$ cat src/rtl/core/sfbh_pkg.sv
`default_nettype none
package sfbh_pkg;

	localparam int unsigned KEY_WORDS = 10;
	localparam int unsigned MIX_ROUNDS = 3;
	localparam int unsigned MIX_LINES = 6;
	localparam int unsigned FIN_LINES = 7;
	localparam int unsigned HASH_STAGES = MIX_ROUNDS * MIX_LINES + FIN_LINES;
	localparam int unsigned DIV_STAGES = 32;

	localparam logic [2:0] KIND_NONE     = 3'd0;
	localparam logic [2:0] KIND_V4_PORTS = 3'd1;
	localparam logic [2:0] KIND_V4_ICMP  = 3'd2;
	localparam logic [2:0] KIND_V4_OTHER = 3'd3;
	localparam logic [2:0] KIND_V6       = 3'd4;

	localparam logic REG_HASH_SEED  = 1'b0;
	localparam logic REG_TABLE_SIZE = 1'b1;

	localparam logic [31:0] SEED_RESET = 32'd0;
	localparam logic [31:0] SIZE_RESET = 32'd65536;
	localparam logic [31:0] HASH_INIT = 32'hdeadbeef;
	localparam logic [31:0] LEN4_BYTES = 32'd16;
	localparam logic [31:0] LEN10_BYTES = 32'd40;
	localparam logic [15:0] FIXED_SP = 16'hfeed;
	localparam logic [15:0] FIXED_DP = 16'hbeef;

	typedef logic [KEY_WORDS-1:0][31:0] key_t;

	typedef struct packed {
		logic none;
		logic v6;
		key_t key;
	} item_t;

	typedef struct packed {
		logic valid;
		logic none;
	} ctl_t;

	typedef struct packed {
		logic [31:0] a;
		logic [31:0] b;
		logic [31:0] c;
	} abc_t;

	function automatic logic [31:0] rotl(input logic [31:0] x, input int unsigned k);
		rotl = (x << k) | (x >> (32 - k));
	endfunction

	function automatic abc_t mix_line(input logic [2:0] line, input abc_t x);
		abc_t y;
		y = x;
		case (line)
			3'd0: begin
				y.a = (x.a - x.c) ^ rotl(x.c, 4);
				y.c = x.c + x.b;
			end
			3'd1: begin
				y.b = (x.b - x.a) ^ rotl(x.a, 6);
				y.a = x.a + x.c;
			end
			3'd2: begin
				y.c = (x.c - x.b) ^ rotl(x.b, 8);
				y.b = x.b + x.a;
			end
			3'd3: begin
				y.a = (x.a - x.c) ^ rotl(x.c, 16);
				y.c = x.c + x.b;
			end
			3'd4: begin
				y.b = (x.b - x.a) ^ rotl(x.a, 19);
				y.a = x.a + x.c;
			end
			3'd5: begin
				y.c = (x.c - x.b) ^ rotl(x.b, 4);
				y.b = x.b + x.a;
			end
			default: y = x;
		endcase
		mix_line = y;
	endfunction

	function automatic abc_t fin_line(input logic [2:0] line, input abc_t x);
		abc_t y;
		y = x;
		case (line)
			3'd0: y.c = (x.c ^ x.b) - rotl(x.b, 14);
			3'd1: y.a = (x.a ^ x.c) - rotl(x.c, 11);
			3'd2: y.b = (x.b ^ x.a) - rotl(x.a, 25);
			3'd3: y.c = (x.c ^ x.b) - rotl(x.b, 16);
			3'd4: y.a = (x.a ^ x.c) - rotl(x.c, 4);
			3'd5: y.b = (x.b ^ x.a) - rotl(x.a, 14);
			3'd6: y.c = (x.c ^ x.b) - rotl(x.b, 24);
			default: y = x;
		endcase
		fin_line = y;
	endfunction

endpackage
`default_nettype wire

$ cat src/rtl/core/sfbh_front.sv
`default_nettype none
module sfbh_front (
	input  wire logic          clk,
	input  wire logic          arst_n,
	input  wire logic          accept,
	input  wire logic [2:0]    pkt_kind,
	input  wire logic [63:0]   src_addr_hi,
	input  wire logic [63:0]   src_addr_lo,
	input  wire logic [63:0]   dst_addr_hi,
	input  wire logic [63:0]   dst_addr_lo,
	input  wire logic [15:0]   src_port,
	input  wire logic [15:0]   dst_port,
	input  wire logic [7:0]    protocol,
	input  wire logic [15:0]   tunnel_depth,
	output logic               valid_s1,
	output sfbh_pkg::item_t    item_s1
);
	import sfbh_pkg::*;

	logic [127:0] src_full;
	logic [127:0] dst_full;
	logic [127:0] first6;
	logic [127:0] second6;
	logic [31:0]  first4;
	logic [31:0]  second4;
	logic [31:0]  port_w;
	logic [31:0]  proto_w;
	logic         is_v4;
	item_t        item_c;

	always_comb begin
		src_full = {src_addr_hi, src_addr_lo};
		dst_full = {dst_addr_hi, dst_addr_lo};
		first6   = (src_full > dst_full) ? src_full : dst_full;
		second6  = (src_full > dst_full) ? dst_full : src_full;
		first4   = (src_addr_hi[63:32] > dst_addr_hi[63:32]) ? src_addr_hi[63:32]
		                                                     : dst_addr_hi[63:32];
		second4  = (src_addr_hi[63:32] > dst_addr_hi[63:32]) ? dst_addr_hi[63:32]
		                                                     : src_addr_hi[63:32];
		port_w   = (src_port > dst_port) ? {dst_port, src_port} : {src_port, dst_port};
		proto_w  = {tunnel_depth, 8'd0, protocol};
		is_v4    = pkt_kind inside {KIND_V4_PORTS, KIND_V4_ICMP, KIND_V4_OTHER};
		item_c   = '0;
		item_c.none = !(is_v4 || pkt_kind == KIND_V6);
		item_c.v6   = (pkt_kind == KIND_V6);
		if (item_c.v6) begin
			for (int i = 0; i < 4; i++) begin
				item_c.key[i]     = first6[127 - 32*i -: 32];
				item_c.key[4 + i] = second6[127 - 32*i -: 32];
			end
			item_c.key[8] = port_w;
		end else begin
			item_c.key[0] = first4;
			item_c.key[1] = second4;
			item_c.key[2] = (pkt_kind == KIND_V4_OTHER) ? {FIXED_DP, FIXED_SP} : port_w;
		end
		item_c.key[9] = proto_w;
	end

	always_ff @(posedge clk or negedge arst_n) begin
		if (!arst_n) begin
			valid_s1 <= 1'b0;
		end else begin
			valid_s1 <= accept;
		end
	end

	always_ff @(posedge clk) begin
		if (accept) begin
			item_s1 <= item_c;
		end
	end

endmodule
`default_nettype wire

$ cat config.mk
export PLATFORM = sky130hd
export DESIGN_NAME = sfbh_front
export DESIGN_NICKNAME = d
export VERILOG_FILES = /design/src/rtl/core/sfbh_pkg.sv /design/src/rtl/core/sfbh_front.sv
export SDC_FILE = /design/constraint.sdc
export NUM_CORES = 1
export LEC_CHECK = 0
export BUFFER_PORTS_ARGS = -buffer_cell sky130_fd_sc_hd__buf_2
export CAP_MARGIN = 5
export CORE_AREA = 2 2 250 252
export CTS_CLUSTER_DIAMETER = 150
export DETAILED_ROUTE_END_ITERATION = 8
export DIE_AREA = 0 0 252 254
export PLACE_DENSITY = 0.59
export SKIP_LAST_GASP = 1
export SYNTH_ARGS = -nofsm -noshare
export SYNTH_HDL_FRONTEND = slang
export SYNTH_SLANG_ARGS = --single-unit
$ cat constraint.sdc
create_clock -name clk -period 0.8 [get_ports clk]
set_input_delay 0.12 -clock clk [delete_from_list [all_inputs] [get_ports clk]]
set_output_delay 0.12 -clock clk [all_outputs]
set_load 0.01 [all_outputs]
; ---- After elaboration in Yosys (flattened, before gate mapping)
; Cells that the tools add are included.
[op_classes]
eq_ne = 4
magnitude_cmp = 3
reduce_logical = 3
mux = 7
[op_table]
columns = operator, count
row1 = 128-bit two-way mux, 2
row2 = 128-bit > comparator, 1
row3 = 32-bit two-way mux, 4
row4 = 96-bit two-way mux, 1
row5 = 32-bit > comparator, 1
row6 = 16-bit > comparator, 1
row7 = "3-bit by 2-bit equality test with 1-bit output, second input constant", 2
row8 = "3-bit by 1-bit equality test with 1-bit output, second input constant", 1
row9 = "3-bit equality test, second input constant", 1
row10 = 3-bit nonzero test, 1
row11 = 1-bit zero test, 1
row12 = 1-bit logical OR, 1
[word_totals]
wordCells = 30
register_bits = 315
input_bits = 318

; ---- Longest topological paths before layout
[logic_depth]
depth_word = 4
mapped_depth = 14
depth_no_buf = 11

; ---- Worst setup path before layout
; No wires, ideal clock.
[synth_timing]
path_type = input to register
from = input port dst_addr_hi[63]
to = register item_s1[23] (netlist bit), data pin
setup_slack_ps = -2047
stages = 13
t_arrival_ps = 2584
required_ps = 538
path_cell_list = inv_1 > ha_1 > nand4_1 > nor4_2 > and3_1 > nand3_1 > or3_1 > nor2b_1 > a22oi_1 > buf_4 > mux2_4 > buf_6 > mux2_1
[synth_lines]
columns = item, line_no
row1 = "start, declared", sfbh_front.sv:9  ; input wire logic [63:0] dst_addr_hi,
row2 = "end signal, assigned", sfbh_front.sv:70  ; item_s1 <= item_c;
row3 = "end, declared", sfbh_front.sv:16  ; output sfbh_pkg::item_t item_s1

==> metrics.yaml <==
outcome: "finished with violations"
violations: "hold timing, setup timing"
synth_area_leaders: "edfxtp_1 (52%), mux2i_1 (14%), ha_1 (10%), nor2_1 (4.9%), inv_1 (3.1%)"
cts_tree: "yes"
p_per_area_mw_per_mm2: 1764
track_usage_pct: 23.30
power_leakage_uw: 0.01457
end_kind: "flip-flop"
start_util_pct: 29.66
synth-edff-count: 314
grt_max_degree: 83
wirelength_um: 78020
maxCapViolCount: 0
syn_avg_cell_area_sq_um: 11.82
drc: 0
p_comb_share_pct: 30.3
routabilityCongestion: 0.9384
crit_fanout: 8
whs_ps: -6.316
portBuffers: 632
hold_violations: 4
synth.distinct_cells: 49
first_pass_iters: 5
clock_power_share_pct: 33.3
h-tree-depth: 2
postSynthCellCount: 1537
synth.top_cell.area_share_pct: 51.90
drt_iter0_markers: 934
area_delta_synth_final_pct: 74.57
slew_violations: 0
cts_root_buf: "clkbuf_16"
synth-main-ff-cell: "edfxtp_1"
swShare_pct: 28.83
synth_warnings: 0
routedWlPerCell_um: 21.64
synth_area_sq_mm: 0.01817
die_x_um: 252
nets: 3239
p_int_uw: 39810
grt-ovfl-total: 0
vias: 17650
synth_area_leader_cell: "edfxtp_1"
fmaxAchievable_ghz: 0.3419
synth_seq_cells: 315
ir_worst_vdd_v: 0.001233
cts_sinks: 315
worstHoldPathType: "primary input to flip-flop"
clock_path_buffers: 3
rows: 91
ios: 641
clk_pin_slew_ps: 60
ys_seq_area_share_pct: 52.04
place_area_sq_mm: 0.02568
setup_viol: 603
post-route-period-util_pct: 365.7
p_total_uw: 55940
ctsHoldBuffers: 161
dp_hpwl_um: 56870
cp.required_ps: 1100
grt_pass1_wl_um: 111600
dieArea_sq_mm: 0.06401
coreArea_sq_mm: 0.06126
drive_gt1_share_pct: 51.05
criticalPathCategory: "primary input to flip-flop"
grt_setup_unrepaired: "yes"
final_cell_area_sq_mm: 0.03172
numCtsBuffers: 39
fin_crit_ps: 2925
via_per_inst: 4.897
grt_antenna_before_repair: 26
die_h_um: 254
grt_pass1_vias: 18630
async_flop_share_pct: 0.3175
startpoint_type: "primary input"
final.setup.worst_slack_ps: -2125
antenna_left: 0
power.switching_uw: 16130
critical_path_arrival_ps: 3220
p_seq_share_pct: 36.5
==> power groups by stage <==
stage / Sequential [uW] / Clock [uW] / Combinational (uW)
2_1_floorplan: 21300 / 0 / 5230
3_3_place_gp: 20700 / 0 / 12400
3_5_place_dp: 20700 / 0 / 12600
4_1_cts: 20400 / 18900 / 16200
5_1_grt: 20500 / 19500 / 18000
6_report: 20400 / 18600 / 16900
==> cells by family (layout without fill, tap and decap cells) <==
kind of cell	after synthesis	count (layout)	synth area share, %
DFF	315	315	52.04
other	1	18	0.02064
AOI/OAI and AO/OA	216	216	7.479
muxes	289	289	16.16
buffers and inverters	228	1489	6.116
and+or+nand+nor	342	342	8.147
xor gates and xnor gates	1	1	0.04822
adders and majority gates	145	145	9.986
==> critical path, cell delays in order <==
cell	delay [ps]
buf_2	100
inv_1	50
ha_1	290
nand4_1	210
buf_4	210
nor3_2	200
and3_1	200
nand3_1	140
or3_4	400
nor2b_4	130
a22oi_2	170
buf_4	160
buf_12	140
buf_16	180
buf_4	160
mux2i_2	240
a22oi_1	90
==> layout make-up <==
class                      count  area [sq um]
timing repair buffer        1271          9856
multi-input combinational   1001          9452
clock inverter                24         269.0
clock buffer                  46          1045
tap                          790         988.4
antenna                       10         25.02
fill                        5325         29540
inverter                     148         626.9
sequential                   315          9454
==> path summary, 6_finish.rpt <==
kind	startpoint	to	slack, ps	depth (start not counted)
max	dst_addr_hi[38]	item_s1[81]	-2130	17
max in group asynchronous	arst_n	valid_s1	290	3
min	src_port[4]	item_s1[260]	-6	3
min in group asynchronous	arst_n	valid_s1	410	3
==> placed cells by master, fill, tap and decap left out, types with 6 or more instances in the layout <==
master         instances
ha_4                  42
inv_2                 18
conb_1                 8
mux2_4                32
clkinv_2               9
dlygate4sd3_1        161
a21o_1                12
a211oi_1              32
o21ai_1                6
ha_1                 103
clkbuf_16             42
diode_2               10
buf_2                571
inv_4                 12
buf_4                381
buf_16                15
buf_12                46
o21ai_0               16
buf_6                 73
inv_1                112
nor2_1               229
edfxtp_1             314
nand4_1               32
buf_8                 23
nand3_1               13
a21oi_1               65
mux2i_1              175
a21oi_2               18
mux2i_4               55
mux2i_2               27
nand2_1               26
a22oi_1               23
==> sequential cells by signal, indices dropped and copies added (netlist names) <==
| name | count |
|---|---|
| item_s1 | 314 |
| valid_s1 | 1 |
==> synthesized netlist by cell type, types with 5 or more instances <==
cell type,n
nor4_1,7
ha_1,145
inv_1,148
clkbuf_1,42
nand2_1,28
a22oi_1,28
buf_6,10
a21oi_1,87
nand4_1,32
buf_8,11
nor2_1,235
nor3_1,6
o21ai_0,24
mux2i_1,257
mux2_1,29
nand3_1,15
nor2b_1,5
buf_4,15
edfxtp_1,314
a211oi_1,36
o22ai_1,6
a21o_1,12
==> metal layers <==
metal	part of all wire (%)	GRT usage (%)	wire (um)
met5	0.21	0	161
met4	4.0	8.419	3113
met3	7.9	6.258	6152
met2	51	43.05	39770
met1	37	25.47	28820
==> per-stage QoR <==
stage	std cells	TNS, ps	setup WS [ps]	util (%)	hold slack [ps]
2_1_floorplan	1544	-499820	-1915	-	-175.6
3_3_place_gp	3306	-936560	-3569	41.93	-104.5
3_5_place_dp	3306	-893760	-3382	41.93	-104.4
4_1_cts	3597	-708950	-2223	50.37	-49.05
5_1_grt	3601	-712030	-2247	51.76	-29.17
6_report	3605	-667410	-2125	51.78	-6.316
==> timing repair <==
action,in CTS,in global routing
buffers inserted,47,11
cloned,22,1
setup endpoints to repair,603,603
pin swaps,54,84
hold endpoints to repair,182,13
gates resized for setup,277,200
Power figures use the tool's default switching activity.
